==> src/sv/bfsa_pkg.sv <==
// Shared types, widths and constants of the backlog feedback slot allocator.
`default_nettype none

package bfsa_pkg;

   localparam int FRAC_BITS_DEF = 8;
   localparam int QUEUE_DEPTH   = 2;

   localparam int USERS_W     = 24;
   localparam int BITS_W      = 32;
   localparam int BPS_W       = 16;
   localparam int SLOT_W      = 8;
   localparam int QREG_W      = 16;
   localparam int BIAS_W      = 24;
   localparam int GAIN_W      = 16;
   localparam int CSR_INDEX_W = 3;
   localparam int CSR_DATA_W  = 24;

   // gain x users and gain x backlog slots, both as signed products
   localparam int PROD_U_W = GAIN_W + USERS_W + 1;
   localparam int PROD_B_W = GAIN_W + BITS_W + 1;
   // target holds bias plus both floored products without overflow
   localparam int TGT_W    = PROD_B_W + 3;
   // a step clamped to +/- max_step
   localparam int DIFF_W   = QREG_W + 2;

   typedef enum logic [CSR_INDEX_W-1:0] {
      CSR_INITIAL_SLOTS  = 3'd0,
      CSR_BIAS           = 3'd1,
      CSR_GAIN_USERS     = 3'd2,
      CSR_GAIN_BACKLOG   = 3'd3,
      CSR_MAX_STEP       = 3'd4,
      CSR_MIN_SLOTS      = 3'd5,
      CSR_MAX_SLOTS      = 3'd6,
      CSR_RESERVED_SLOTS = 3'd7
   } csr_index_type;

   typedef struct packed {
      logic [QREG_W-1:0] initial_slots;
      logic [BIAS_W-1:0] bias;
      logic [GAIN_W-1:0] gain_users;
      logic [GAIN_W-1:0] gain_backlog;
      logic [QREG_W-1:0] max_step;
      logic [SLOT_W-1:0] min_slots;
      logic [SLOT_W-1:0] max_slots;
      logic [SLOT_W-1:0] reserved_slots;
   } cfg_type;

   localparam cfg_type CFG_RESET = '{
      initial_slots:  16'd2560,
      bias:           24'd2560,
      gain_users:     16'd256,
      gain_backlog:   16'd256,
      max_step:       16'd512,
      min_slots:      8'd0,
      max_slots:      8'd255,
      reserved_slots: 8'd0
   };

   typedef struct packed {
      logic [USERS_W-1:0] ready_users;
      logic [BITS_W-1:0]  backlog_bits;
      logic [BPS_W-1:0]   bits_per_slot;
      logic [SLOT_W-1:0]  avail_slots;
      logic [SLOT_W-1:0]  yellow_slots;
   } item_type;

   typedef enum logic [2:0] {
      ST_IDLE,
      ST_DIVIDE,
      ST_MULTIPLY,
      ST_TARGET,
      ST_STEP,
      ST_CLAMP,
      ST_EMIT
   } back_state_type;

   typedef struct packed {
      logic pop;
      logic div_start;
      logic ld_prod;
      logic ld_target;
      logic ld_diff;
      logic ld_alloc;
      logic ld_rsp;
   } back_ctrl_type;

endpackage

`default_nettype wire

==> src/sv/bfsa_chan_if.sv <==
// Request and response channel interfaces of the slot allocator.
`default_nettype none

interface bfsa_req_if;
   import bfsa_pkg::*;

   logic               valid;
   logic               ready;
   logic [USERS_W-1:0] ready_users;
   logic [BITS_W-1:0]  backlog_bits;
   logic [BPS_W-1:0]   bits_per_slot;
   logic [SLOT_W-1:0]  frame_slots;

   modport source (output valid, ready_users, backlog_bits, bits_per_slot, frame_slots,
                   input ready);
   modport sink   (input valid, ready_users, backlog_bits, bits_per_slot, frame_slots,
                   output ready);
endinterface

interface bfsa_rsp_if;
   import bfsa_pkg::*;

   logic              valid;
   logic              ready;
   logic [SLOT_W-1:0] online_slots;
   logic [SLOT_W-1:0] yellow_slots;
   logic [SLOT_W-1:0] access_slots;

   modport source (output valid, online_slots, yellow_slots, access_slots, input ready);
   modport sink   (input valid, online_slots, yellow_slots, access_slots, output ready);
endinterface

`default_nettype wire

==> src/sv/bfsa_front.sv <==
// Front end: takes request beats, fixes zero bits per slot and works out free slots.
`default_nettype none

module bfsa_front (
   input  logic                            clock,
   input  logic                            reset,
   bfsa_req_if.sink                        req,
   input  logic [bfsa_pkg::SLOT_W-1:0]     reserved_slots,
   output logic                            item_valid,
   output bfsa_pkg::item_type              item,
   input  logic                            item_ready
);
   import bfsa_pkg::*;

   logic     valid_ff, valid_in;
   item_type item_ff, item_in;
   logic     accept;

   assign req.ready  = !valid_ff || item_ready;
   assign accept     = req.valid && req.ready;
   assign item_valid = valid_ff;
   assign item       = item_ff;

   always_comb begin
      item_in.ready_users   = req.ready_users;
      item_in.backlog_bits  = req.backlog_bits;
      item_in.bits_per_slot = (req.bits_per_slot == '0) ? BPS_W'(1) : req.bits_per_slot;
      item_in.avail_slots   = (req.frame_slots > reserved_slots) ?
                              SLOT_W'(req.frame_slots - reserved_slots) : '0;
      item_in.yellow_slots  = reserved_slots;
   end

   always_comb begin
      if (accept) begin
         valid_in = 1'b1;
      end else if (item_ready) begin
         valid_in = 1'b0;
      end else begin
         valid_in = valid_ff;
      end
   end

   always_ff @(posedge clock) begin
      if (reset) begin
         valid_ff <= 1'b0;
      end else begin
         valid_ff <= valid_in;
      end
   end

   always_ff @(posedge clock) begin
      if (accept) begin
         item_ff <= item_in;
      end
   end

endmodule

`default_nettype wire

==> src/sv/bfsa_fifo.sv <==
// Short item queue between the front and back ends.
`default_nettype none

module bfsa_fifo #(
   parameter int DEPTH = bfsa_pkg::QUEUE_DEPTH
) (
   input  logic               clock,
   input  logic               reset,
   input  logic               push_valid,
   input  bfsa_pkg::item_type push_item,
   output logic               push_ready,
   output logic               pop_valid,
   output bfsa_pkg::item_type pop_item,
   input  logic               pop_ready
);
   import bfsa_pkg::*;

   localparam int PTR_W = (DEPTH > 1) ? $clog2(DEPTH) : 1;
   localparam int CNT_W = $clog2(DEPTH + 1);

   item_type         mem_ff [DEPTH];
   logic [PTR_W-1:0] wr_ptr_ff, wr_ptr_in;
   logic [PTR_W-1:0] rd_ptr_ff, rd_ptr_in;
   logic [CNT_W-1:0] cnt_ff, cnt_in;
   logic             push, pop;

   assign push_ready = (cnt_ff != CNT_W'(DEPTH));
   assign pop_valid  = (cnt_ff != '0);
   assign push       = push_valid && push_ready;
   assign pop        = pop_valid && pop_ready;
   assign pop_item   = mem_ff[rd_ptr_ff];

   always_comb begin
      wr_ptr_in = wr_ptr_ff;
      rd_ptr_in = rd_ptr_ff;
      cnt_in    = cnt_ff;
      if (push) begin
         wr_ptr_in = (wr_ptr_ff == PTR_W'(DEPTH - 1)) ? '0 : wr_ptr_ff + 1'b1;
      end
      if (pop) begin
         rd_ptr_in = (rd_ptr_ff == PTR_W'(DEPTH - 1)) ? '0 : rd_ptr_ff + 1'b1;
      end
      if (push && !pop) begin
         cnt_in = cnt_ff + 1'b1;
      end else if (pop && !push) begin
         cnt_in = cnt_ff - 1'b1;
      end
   end

   always_ff @(posedge clock) begin
      if (reset) begin
         wr_ptr_ff <= '0;
         rd_ptr_ff <= '0;
         cnt_ff    <= '0;
      end else begin
         wr_ptr_ff <= wr_ptr_in;
         rd_ptr_ff <= rd_ptr_in;
         cnt_ff    <= cnt_in;
      end
   end

   always_ff @(posedge clock) begin
      if (push) begin
         mem_ff[wr_ptr_ff] <= push_item;
      end
   end

endmodule

`default_nettype wire

==> src/sv/bfsa_div.sv <==
// Restoring divider, one quotient bit a cycle: backlog bits to fixed-point slots.
`default_nettype none

module bfsa_div #(
   parameter int FRAC_BITS = bfsa_pkg::FRAC_BITS_DEF
) (
   input  logic                        clock,
   input  logic                        reset,
   input  logic                        start,
   input  logic [bfsa_pkg::BITS_W-1:0] dividend,
   input  logic [bfsa_pkg::BPS_W-1:0]  divisor,
   output logic                        done,
   output logic [bfsa_pkg::BITS_W-1:0] quotient
);
   import bfsa_pkg::*;

   localparam int N     = BITS_W + FRAC_BITS;
   localparam int CNT_W = $clog2(N);

   logic [N-1:0]     num_ff, num_in;
   logic [BPS_W-1:0] rem_ff, rem_in;
   logic [BPS_W-1:0] div_ff, div_in;
   logic [CNT_W-1:0] cnt_ff, cnt_in;
   logic             busy_ff, busy_in;
   logic             done_ff, done_in;
   logic [BPS_W:0]   rem_sh, rem_sub;
   logic             ge;

   assign rem_sh  = {rem_ff, num_ff[N-1]};
   assign rem_sub = rem_sh - {1'b0, div_ff};
   assign ge      = (rem_sh >= {1'b0, div_ff});

   always_comb begin
      num_in  = num_ff;
      rem_in  = rem_ff;
      div_in  = div_ff;
      cnt_in  = cnt_ff;
      busy_in = busy_ff;
      done_in = done_ff;
      if (start) begin
         num_in  = {dividend, {FRAC_BITS{1'b0}}};
         rem_in  = '0;
         div_in  = divisor;
         cnt_in  = '0;
         busy_in = 1'b1;
         done_in = 1'b0;
      end else if (busy_ff) begin
         num_in = {num_ff[N-2:0], ge};
         rem_in = ge ? rem_sub[BPS_W-1:0] : rem_sh[BPS_W-1:0];
         cnt_in = cnt_ff + 1'b1;
         if (cnt_ff == CNT_W'(N - 1)) begin
            busy_in = 1'b0;
            done_in = 1'b1;
         end
      end
   end

   always_ff @(posedge clock) begin
      if (reset) begin
         busy_ff <= 1'b0;
         done_ff <= 1'b0;
         cnt_ff  <= '0;
      end else begin
         busy_ff <= busy_in;
         done_ff <= done_in;
         cnt_ff  <= cnt_in;
      end
   end

   always_ff @(posedge clock) begin
      num_ff <= num_in;
      rem_ff <= rem_in;
      div_ff <= div_in;
   end

   assign done = done_ff;
   // saturate quotients that spill over 32 bits
   assign quotient = (|num_ff[N-1:BITS_W]) ? '1 : num_ff[BITS_W-1:0];

endmodule

`default_nettype wire

==> src/sv/bfsa_back.sv <==
// Back end: sequencer for target, rate-limited step, clamp, rounding and response register.
`default_nettype none

module bfsa_back #(
   parameter int FRAC_BITS = bfsa_pkg::FRAC_BITS_DEF
) (
   input  logic                        clock,
   input  logic                        reset,
   input  bfsa_pkg::cfg_type           cfg,
   input  logic                        last_load,
   input  logic [bfsa_pkg::QREG_W-1:0] last_init,
   input  logic                        item_valid,
   input  bfsa_pkg::item_type          item,
   output logic                        item_ready,
   bfsa_rsp_if.source                  rsp
);
   import bfsa_pkg::*;

   localparam int LAST_W = (SLOT_W + FRAC_BITS > QREG_W) ? SLOT_W + FRAC_BITS : QREG_W;
   localparam int SUM_W  = LAST_W + 2;
   localparam int RND_W  = LAST_W + 1;
   localparam logic [RND_W-1:0] HALF = RND_W'(1) << (FRAC_BITS - 1);

   back_state_type state_ff, state_in;
   back_ctrl_type  ctrl;

   item_type                    job_ff;
   logic signed [PROD_U_W-1:0]  prod_u_ff;
   logic signed [PROD_B_W-1:0]  prod_b_ff;
   logic signed [TGT_W-1:0]     target_ff, target_in;
   logic signed [DIFF_W-1:0]    diff_ff, diff_in;
   logic [LAST_W-1:0]           last_ff, last_in;
   logic                        rsp_valid_ff, rsp_valid_in;
   logic [SLOT_W-1:0]           online_ff, yellow_ff, access_ff;
   logic [SLOT_W-1:0]           access_in;

   logic                        div_done;
   logic [BITS_W-1:0]           qslots;
   logic                        out_free;

   logic signed [TGT_W-1:0]     diff_full, last_ext, step_pos, step_neg, diff_sel;
   logic signed [SUM_W-1:0]     alloc_sum, lo_ext, hi_ext, alloc_lo, alloc_hi;
   logic [RND_W-1:0]            rnd, ra_full;

   bfsa_div #(.FRAC_BITS(FRAC_BITS)) u_div (
      .clock    (clock),
      .reset    (reset),
      .start    (ctrl.div_start),
      .dividend (item.backlog_bits),
      .divisor  (item.bits_per_slot),
      .done     (div_done),
      .quotient (qslots)
   );

   assign out_free   = !rsp_valid_ff || rsp.ready;
   assign item_ready = ctrl.pop;

   // next state
   always_comb begin
      state_in = state_ff;
      unique case (state_ff)
         ST_IDLE:     if (item_valid) state_in = ST_DIVIDE;
         ST_DIVIDE:   if (div_done) state_in = ST_MULTIPLY;
         ST_MULTIPLY: state_in = ST_TARGET;
         ST_TARGET:   state_in = ST_STEP;
         ST_STEP:     state_in = ST_CLAMP;
         ST_CLAMP:    state_in = ST_EMIT;
         ST_EMIT:     if (out_free) state_in = ST_IDLE;
         default:     state_in = ST_IDLE;
      endcase
   end

   // control outputs
   always_comb begin
      ctrl = '0;
      unique case (state_ff)
         ST_IDLE: begin
            ctrl.pop       = 1'b1;
            ctrl.div_start = item_valid;
         end
         ST_DIVIDE:   ctrl.ld_prod   = div_done;
         ST_MULTIPLY: ctrl.ld_target = 1'b1;
         ST_TARGET:   ctrl.ld_diff   = 1'b1;
         ST_STEP:     ctrl.ld_alloc  = 1'b1;
         ST_CLAMP:    ctrl = '0;
         ST_EMIT:     ctrl.ld_rsp    = out_free;
         default:     ctrl = '0;
      endcase
   end

   // target = bias + floor(gu*users) - floor(gb*qslots)
   assign target_in = TGT_W'($signed(cfg.bias))
                    + TGT_W'(prod_u_ff >>> FRAC_BITS)
                    - TGT_W'(prod_b_ff >>> FRAC_BITS);

   // step toward target limited to +/- max_step
   assign last_ext  = $signed(TGT_W'(last_ff));
   assign step_pos  = $signed(TGT_W'(cfg.max_step));
   assign step_neg  = -step_pos;
   assign diff_full = target_ff - last_ext;

   always_comb begin
      if (diff_full > step_pos) begin
         diff_sel = step_pos;
      end else if (diff_full < step_neg) begin
         diff_sel = step_neg;
      end else begin
         diff_sel = diff_full;
      end
   end
   assign diff_in = DIFF_W'(diff_sel);

   // lower bound first, so max_slots wins when below min_slots
   assign alloc_sum = $signed(SUM_W'(last_ff)) + SUM_W'(diff_ff);
   assign lo_ext    = $signed(SUM_W'({cfg.min_slots, {FRAC_BITS{1'b0}}}));
   assign hi_ext    = $signed(SUM_W'({cfg.max_slots, {FRAC_BITS{1'b0}}}));
   assign alloc_lo  = (alloc_sum < lo_ext) ? lo_ext : alloc_sum;
   assign alloc_hi  = (alloc_lo > hi_ext) ? hi_ext : alloc_lo;

   always_comb begin
      if (last_load) begin
         last_in = LAST_W'(last_init);
      end else if (ctrl.ld_alloc) begin
         last_in = LAST_W'(alloc_hi);
      end else begin
         last_in = last_ff;
      end
   end

   // round half up, then limit to the free slots
   assign rnd       = RND_W'(last_ff) + HALF;
   assign ra_full   = rnd >> FRAC_BITS;
   assign access_in = (ra_full > RND_W'(job_ff.avail_slots)) ?
                      job_ff.avail_slots : ra_full[SLOT_W-1:0];

   always_comb begin
      if (ctrl.ld_rsp) begin
         rsp_valid_in = 1'b1;
      end else if (rsp.ready) begin
         rsp_valid_in = 1'b0;
      end else begin
         rsp_valid_in = rsp_valid_ff;
      end
   end

   always_ff @(posedge clock) begin
      if (reset) begin
         state_ff     <= ST_IDLE;
         rsp_valid_ff <= 1'b0;
         last_ff      <= LAST_W'(CFG_RESET.initial_slots);
      end else begin
         state_ff     <= state_in;
         rsp_valid_ff <= rsp_valid_in;
         last_ff      <= last_in;
      end
   end

   always_ff @(posedge clock) begin
      if (ctrl.div_start) begin
         job_ff <= item;
      end
      if (ctrl.ld_prod) begin
         prod_u_ff <= $signed(cfg.gain_users) * $signed({1'b0, job_ff.ready_users});
         prod_b_ff <= $signed(cfg.gain_backlog) * $signed({1'b0, qslots});
      end
      if (ctrl.ld_target) begin
         target_ff <= target_in;
      end
      if (ctrl.ld_diff) begin
         diff_ff <= diff_in;
      end
      if (ctrl.ld_rsp) begin
         access_ff <= access_in;
         online_ff <= job_ff.avail_slots - access_in;
         yellow_ff <= job_ff.yellow_slots;
      end
   end

   assign rsp.valid        = rsp_valid_ff;
   assign rsp.online_slots = online_ff;
   assign rsp.yellow_slots = yellow_ff;
   assign rsp.access_slots = access_ff;

endmodule

`default_nettype wire

==> src/sv/backlog_feedback_slot_allocator.sv <==
// Top level of the backlog feedback slot allocator: register file, front, queue and back.
//
// Use: once per frame send one request beat on req_ch (predicted ready users, total
// backlog in bits, bits per slot, frame size); one response beat follows on rsp_ch with
// the online, yellow and random access slot counts.
// A request passes the front register and the queue; the back end then runs the
// serial divider, one quotient bit a cycle over 32 + FRAC_BITS bits, then the
// multiply, target, step and clamp states, and loads the response register.
// The back end takes one item at a time; the front register and a QUEUE_DEPTH-entry
// queue keep taking request beats while the back end works, until they are full.
// Registers are written through csr_we/csr_index/csr_wdata; the user keeps the block
// idle meanwhile, which the block does not enforce. Writing initial_slots also
// reloads the kept allocation. Reset (synchronous, active high) loads the register
// defaults, sets the kept allocation to the initial_slots default and empties all stages.
// If the receiver stalls, the response stays in its output register, the back end
// holds its next result, and the queue and front fill before req_ch.ready drops.
`default_nettype none

module backlog_feedback_slot_allocator #(
   parameter int FRAC_BITS   = bfsa_pkg::FRAC_BITS_DEF,
   parameter int QUEUE_DEPTH = bfsa_pkg::QUEUE_DEPTH
) (
   input  logic                             clock,
   input  logic                             reset,
   bfsa_req_if.sink                         req_ch,
   bfsa_rsp_if.source                       rsp_ch,
   input  logic                             csr_we,
   input  logic [bfsa_pkg::CSR_INDEX_W-1:0] csr_index,
   input  logic [bfsa_pkg::CSR_DATA_W-1:0]  csr_wdata
);
   import bfsa_pkg::*;

   cfg_type  cfg_ff, cfg_in;
   logic     last_load;

   logic     fr_valid, fr_ready;
   item_type fr_item;
   logic     q_valid, q_ready;
   item_type q_item;

   always_comb begin
      cfg_in = cfg_ff;
      if (csr_we) begin
         unique case (csr_index)
            CSR_INITIAL_SLOTS:  cfg_in.initial_slots  = csr_wdata[QREG_W-1:0];
            CSR_BIAS:           cfg_in.bias           = csr_wdata[BIAS_W-1:0];
            CSR_GAIN_USERS:     cfg_in.gain_users     = csr_wdata[GAIN_W-1:0];
            CSR_GAIN_BACKLOG:   cfg_in.gain_backlog   = csr_wdata[GAIN_W-1:0];
            CSR_MAX_STEP:       cfg_in.max_step       = csr_wdata[QREG_W-1:0];
            CSR_MIN_SLOTS:      cfg_in.min_slots      = csr_wdata[SLOT_W-1:0];
            CSR_MAX_SLOTS:      cfg_in.max_slots      = csr_wdata[SLOT_W-1:0];
            CSR_RESERVED_SLOTS: cfg_in.reserved_slots = csr_wdata[SLOT_W-1:0];
            default:            cfg_in = cfg_ff;
         endcase
      end
   end

   always_ff @(posedge clock) begin
      if (reset) begin
         cfg_ff <= CFG_RESET;
      end else begin
         cfg_ff <= cfg_in;
      end
   end

   assign last_load = csr_we && (csr_index == CSR_INITIAL_SLOTS);

   bfsa_front u_front (
      .clock          (clock),
      .reset          (reset),
      .req            (req_ch),
      .reserved_slots (cfg_ff.reserved_slots),
      .item_valid     (fr_valid),
      .item           (fr_item),
      .item_ready     (fr_ready)
   );

   bfsa_fifo #(.DEPTH(QUEUE_DEPTH)) u_fifo (
      .clock      (clock),
      .reset      (reset),
      .push_valid (fr_valid),
      .push_item  (fr_item),
      .push_ready (fr_ready),
      .pop_valid  (q_valid),
      .pop_item   (q_item),
      .pop_ready  (q_ready)
   );

   bfsa_back #(.FRAC_BITS(FRAC_BITS)) u_back (
      .clock      (clock),
      .reset      (reset),
      .cfg        (cfg_ff),
      .last_load  (last_load),
      .last_init  (csr_wdata[QREG_W-1:0]),
      .item_valid (q_valid),
      .item       (q_item),
      .item_ready (q_ready),
      .rsp        (rsp_ch)
   );

endmodule

`default_nettype wire

==> src/flat_wrapper.sv <==
// flat-port wrapper written by rule: the top's interface ports become plain ports
module backlog_feedback_slot_allocator_flat import bfsa_pkg::*;
#(
   parameter int FRAC_BITS   = bfsa_pkg::FRAC_BITS_DEF,
   parameter int QUEUE_DEPTH = bfsa_pkg::QUEUE_DEPTH
)
  (clock, reset, csr_we, csr_index, csr_wdata, req_ch_valid, req_ch_ready_users, req_ch_backlog_bits, req_ch_bits_per_slot, req_ch_frame_slots, req_ch_ready, rsp_ch_valid, rsp_ch_online_slots, rsp_ch_yellow_slots, rsp_ch_access_slots, rsp_ch_ready);
  bfsa_req_if req_ch_i ();
  bfsa_rsp_if rsp_ch_i ();
  input  logic clock;
  input  logic reset;
  input  logic csr_we;
  input  logic [bfsa_pkg::CSR_INDEX_W-1:0] csr_index;
  input  logic [bfsa_pkg::CSR_DATA_W-1:0] csr_wdata;
  input wire logic [$bits(req_ch_i.valid)-1:0] req_ch_valid;
  input wire logic [$bits(req_ch_i.ready_users)-1:0] req_ch_ready_users;
  input wire logic [$bits(req_ch_i.backlog_bits)-1:0] req_ch_backlog_bits;
  input wire logic [$bits(req_ch_i.bits_per_slot)-1:0] req_ch_bits_per_slot;
  input wire logic [$bits(req_ch_i.frame_slots)-1:0] req_ch_frame_slots;
  output wire logic [$bits(req_ch_i.ready)-1:0] req_ch_ready;
  output wire logic [$bits(rsp_ch_i.valid)-1:0] rsp_ch_valid;
  output wire logic [$bits(rsp_ch_i.online_slots)-1:0] rsp_ch_online_slots;
  output wire logic [$bits(rsp_ch_i.yellow_slots)-1:0] rsp_ch_yellow_slots;
  output wire logic [$bits(rsp_ch_i.access_slots)-1:0] rsp_ch_access_slots;
  input wire logic [$bits(rsp_ch_i.ready)-1:0] rsp_ch_ready;
  assign req_ch_i.valid = req_ch_valid;
  assign req_ch_i.ready_users = req_ch_ready_users;
  assign req_ch_i.backlog_bits = req_ch_backlog_bits;
  assign req_ch_i.bits_per_slot = req_ch_bits_per_slot;
  assign req_ch_i.frame_slots = req_ch_frame_slots;
  assign req_ch_ready = req_ch_i.ready;
  assign rsp_ch_valid = rsp_ch_i.valid;
  assign rsp_ch_online_slots = rsp_ch_i.online_slots;
  assign rsp_ch_yellow_slots = rsp_ch_i.yellow_slots;
  assign rsp_ch_access_slots = rsp_ch_i.access_slots;
  assign rsp_ch_i.ready = rsp_ch_ready;
  backlog_feedback_slot_allocator #(.FRAC_BITS(FRAC_BITS), .QUEUE_DEPTH(QUEUE_DEPTH)) u_core (.clock(clock), .reset(reset), .req_ch(req_ch_i), .rsp_ch(rsp_ch_i), .csr_we(csr_we), .csr_index(csr_index), .csr_wdata(csr_wdata));
endmodule
==> config.mk <==
export PLATFORM = sky130hd
export DESIGN_NAME = backlog_feedback_slot_allocator_flat
export DESIGN_NICKNAME = d
export VERILOG_FILES = /design/src/sv/bfsa_pkg.sv /design/src/sv/bfsa_chan_if.sv /design/src/sv/bfsa_front.sv /design/src/sv/bfsa_fifo.sv /design/src/sv/bfsa_div.sv /design/src/sv/bfsa_back.sv /design/src/sv/backlog_feedback_slot_allocator.sv /design/src/flat_wrapper.sv
export SDC_FILE = /design/constraint.sdc
export NUM_CORES = 2
export LEC_CHECK = 0
export CORE_MARGIN = 10
export CORE_UTILIZATION = 60
export CTS_BUF_LIST = sky130_fd_sc_hd__clkbuf_4
export CTS_CLUSTER_SIZE = 30
export DETAILED_ROUTE_END_ITERATION = 16
export DONT_BUFFER_PORTS = 1
export PLACE_DENSITY_LB_ADDON = 0.12
export SLEW_MARGIN = 20
export SYNTH_ARGS = -nofsm -noshare
export SYNTH_HDL_FRONTEND = slang
export SYNTH_SLANG_ARGS = --single-unit
==> constraint.sdc <==
create_clock -name clock -period 10 [get_ports clock]
set_input_delay 1.5 -clock clock [delete_from_list [all_inputs] [get_ports clock]]
set_output_delay 1.5 -clock clock [all_outputs]
set_load 0.02 [all_outputs]
==> flow_metrics.env <==
export IMPL_grt_pass1_vias=46000
export IMPL_netSwitchingPower_uw=4370
export IMPL_fp_row_count=118
export IMPL_post_drt_wl_per_cell_um=20.4
export IMPL_avgViaCountPerCell=5.66
export IMPL_utilization_pct=63.7
export IMPL_io_buffers=0
export IMPL_gp_routability_congestion=0.928
export IMPL_r2r_setup_slack_ns=1.71
export IMPL_cts_root_buf="clkbuf_4"
export IMPL_intPower_uw=6650
export IMPL_p_clk_share_pct=22.0
export IMPL_nNetsFinal=7608
export IMPL_dp_cells=7448
export IMPL_cts_resized=0
export IMPL_share_comb_of_total_power_pct=42.2
export IMPL_hold_start="u_core.u_back.job_ff[6]$_DFFE_PP_"
export IMPL_start_kind="flip-flop"
export IMPL_final_setup_tns_ns=0
export IMPL_path_max_fanout=45
export IMPL_crit_family="adder cells"
export IMPL_dr_pass1_iters=5
export IMPL_rsz0062_at_grt="false"
export IMPL_finalCriticalPeriod_ns=8.29
export IMPL_syn2layout_area_growth_pct=5.46
export IMPL_path_class="reg -> reg"
export IMPL_grt_pass1_wl_um=252000
export IMPL_cpMostUsedCell="fa_1"
export IMPL_num_io_pins=138
export IMPL_path_buf_inv=5
export IMPL_period_share_pct=82.9
export IMPL_numCtsBuffers=171
export IMPL_hold_viol=0
export IMPL_crit_start="u_core.u_back.u_div.num_ff[36]$_DFFE_PP_"
export IMPL_fp_coreArea_sq_um=103000
export IMPL_routed_wl_um=158000
export IMPL_place_area_sq_um=63500
export IMPL_max_stage_delay_ns=0.60
export IMPL_ys_warnings_count=0
export IMPL_end_kind="flip-flop"
export IMPL_post_route_drc_count=0
export IMPL_avgSynthCellArea_sq_um=9.91
export IMPL_clk_pin_slew_ns=0.07
export IMPL_fillers=8563
export IMPL_die_w_um=343
export IMPL_finalPower_uw=11000
export IMPL_worstPathRequired_ns=10.83
export IMPL_cts_setup_buffers=0
export IMPL_arrival_ns=9.11
export IMPL_synth_cell_type_count=90
export IMPL_seq_area_frac_synth_pct=29.5
export IMPL_grt_antenna_before_repair=8
export IMPL_synthesis_nets=7668
export IMPL_run_status="complete, no violations"
export IMPL_cts_tree="yes"
export IMPL_ys_seq_elements=664
export IMPL_htree_levels=4
export IMPL_ff2ff_path_depth=26
export IMPL_setup_viol=0
export IMPL_whs_path_depth=0
export IMPL_swShare_pct=39.6
export IMPL_grt_max_degree=134
export IMPL_ant_nets=0
export IMPL_start_util_pct=60.4
export IMPL_worstHoldPathType="reg -> reg"
export IMPL_synth_cells=6301
export IMPL_synth_edff_count=510
export IMPL_final_area_sq_um=65800
export IMPL_cap_violations=0
export IMPL_drive_gt1_share_pct=7.66
export IMPL_clockBufferDepth=3
export IMPL_tightest_slew_ns=1.22
export IMPL_dp_final_hpwl_um=119000
export IMPL_cpMaxStageDelayCell="o21ai_0"
export IMPL_skew_ns=0.0923
export IMPL_fin_cells=7769
export IMPL_timing_fmax_mhz=121
export IMPL_clk_latency_ns=1.10
export IMPL_cts_hold_repair_buffers=0
export IMPL_vdd_drop_max_mv=0.210
export IMPL_p_leak_uw=0.0292
export IMPL_synth_area_sq_um=62400
export IMPL_grt_ovfl_total=0
export IMPL_ys_flop_type="edfxtp_1"
export IMPL_synthArstFlopShare_pct=0
export IMPL_power_density_nw_per_um2=167
export IMPL_drtIter0Drc=3074
export IMPL_die_h_um=343
export IMPL_r2r_start="u_core.u_back.u_div.num_ff[36]$_DFFE_PP_"
export IMPL_via_count=43900
export IMPL_die_area_sq_um=117000
export IMPL_cts_sinks=664
export IMPL_drv_slew=0
export IMPL_seqPwrFrac_pct=35.8
export IMPL_relSlewSlack_pct=18.5
export IMPL_track_usage_pct=27.4
export IMPL_cp_depth=26
-- registers in the layout (all words and copies together), names as in the netlist, 3 cells and up, named ones only --
signal	flops
u_core.cfg_ff	96
u_core.u_back.u_div.rem_ff	16
u_core.u_back.u_div.div_ff	16
u_core.u_back.u_div.num_ff	40
u_core.u_back.target_ff	42
u_core.u_back.state_ff	3
u_core.u_back.last_ff	16
u_core.u_back.diff_ff	18
u_core.u_fifo.mem_ff	176
u_core.u_back.rsp.access_slots	8
u_core.u_back.prod_b_ff	41
u_core.u_back.prod_u_ff	33
u_core.u_front.item	88
u_core.u_back.u_div.cnt_ff	6
u_core.u_back.job_ff	40
u_core.u_back.rsp.online_slots	8
u_core.u_back.rsp.yellow_slots	8
-- routing by layer --
layer  vias to the layer above  global-route usage [%]  part of all wire (%)
met4                         6                    8.82                   2.8
met5                         -                       0                 0.021
met1                     21800                    35.8                    42
li1                      20300                       -                     -
met3                       293                    6.19                   8.1
met2                      1534                    45.3                    47
-- final timing paths --
| path | endpoint |
|---|---|
| worst max register to register | u_core.u_back.prod_b_ff[44]$_DFFE_PP_ |
| worst min-delay path | u_core.u_back.rsp.yellow_slots[6]$_DFFE_PP_ |
| worst min register to register | u_core.u_back.rsp.yellow_slots[6]$_DFFE_PP_ |
| worst max-delay path | u_core.u_back.prod_b_ff[44]$_DFFE_PP_ |
-- cell families (layout without fill, tap and decap cells) --
family,after synthesis,count (layout),synth area share (%)
other,0,7,0
multiplexers,154,154,2.61
AO/OA/AOI/OAI,774,774,7.91
flip-flops,664,664,29.5
adder cells (fa/ha/maj),1255,1255,34.4
buffers and inverters,1439,1520,8.73
XOR/XNOR,196,196,2.75
AND/OR/NAND/NOR,1819,1819,14.1
-- final cells by class --
cell class / count / area [sq um] / share of cell area, %
Antenna cell: 7 / 17.5 / 0.0266
Clock buffer: 265 / 1990 / 3.02
Clock inverter: 49 / 327 / 0.496
Inverter: 1152 / 4330 / 6.57
Multi-Input combinational cell: 4198 / 38600 / 58.7
Sequential cell: 664 / 18400 / 28.0
Tap cell: 1380 / 1730 / 2.62
Timing Repair Buffer: 54 / 405 / 0.616
-- cells in the final DEF, fill, tap and decap left out, drive strengths merged, types with 162 or more instances in the layout --
| cell type | n |
|---|---|
| fa | 768 |
| nor2 | 199 |
| nand2 | 792 |
| ha | 487 |
| edfxtp | 510 |
| o21ai | 162 |
| inv | 1161 |
| a21oi | 248 |
| and2 | 355 |
| clkbuf | 265 |
-- metrics by stage --
step	setup slack (ns)	hold WS, ns
after floorplan	1.66	0.400
after global placement	1.88	0.403
after detailed placement	1.73	0.407
after CTS	1.69	0.363
after global routing	1.02	0.384
final	1.71	0.384
-- cells in the mapped netlist, drive strengths merged, types with 27 or more instances --
master  number  area (sq um)
mux2i       82           821
nor3        74           375
a21o        96           721
o21a        41           308
inv       1152          4320
nor4        36           240
clkbuf     271          1020
o21ai      162           811
nor2b       50           313
dfxtp      154          3080
edfxtp     510         15300
nand4       46           288
fa         768         15400
xor2        66           578
ha         487          6090
nand2b      49           307
or2         42           263
a211oi      27           208
mux2        72           811
and2       355          2220
xnor2      130          1140
nand3       83           415
a21oi      248          1260
nor2       199           747
nand2      792          2980
-- power by group through the flow --
stage / logic [uW] / registers (uW) / clock network (uW)
3_5_place_dp: 4620 / 3990 / 0
3_3_place_gp: 4550 / 3980 / 0
2_1_floorplan: 3530 / 3730 / 0
5_1_grt: 5230 / 3970 / 2650
4_1_cts: 4660 / 3930 / 2500
6_report: 4650 / 3950 / 2420
Power figures use the tool's default switching activity.
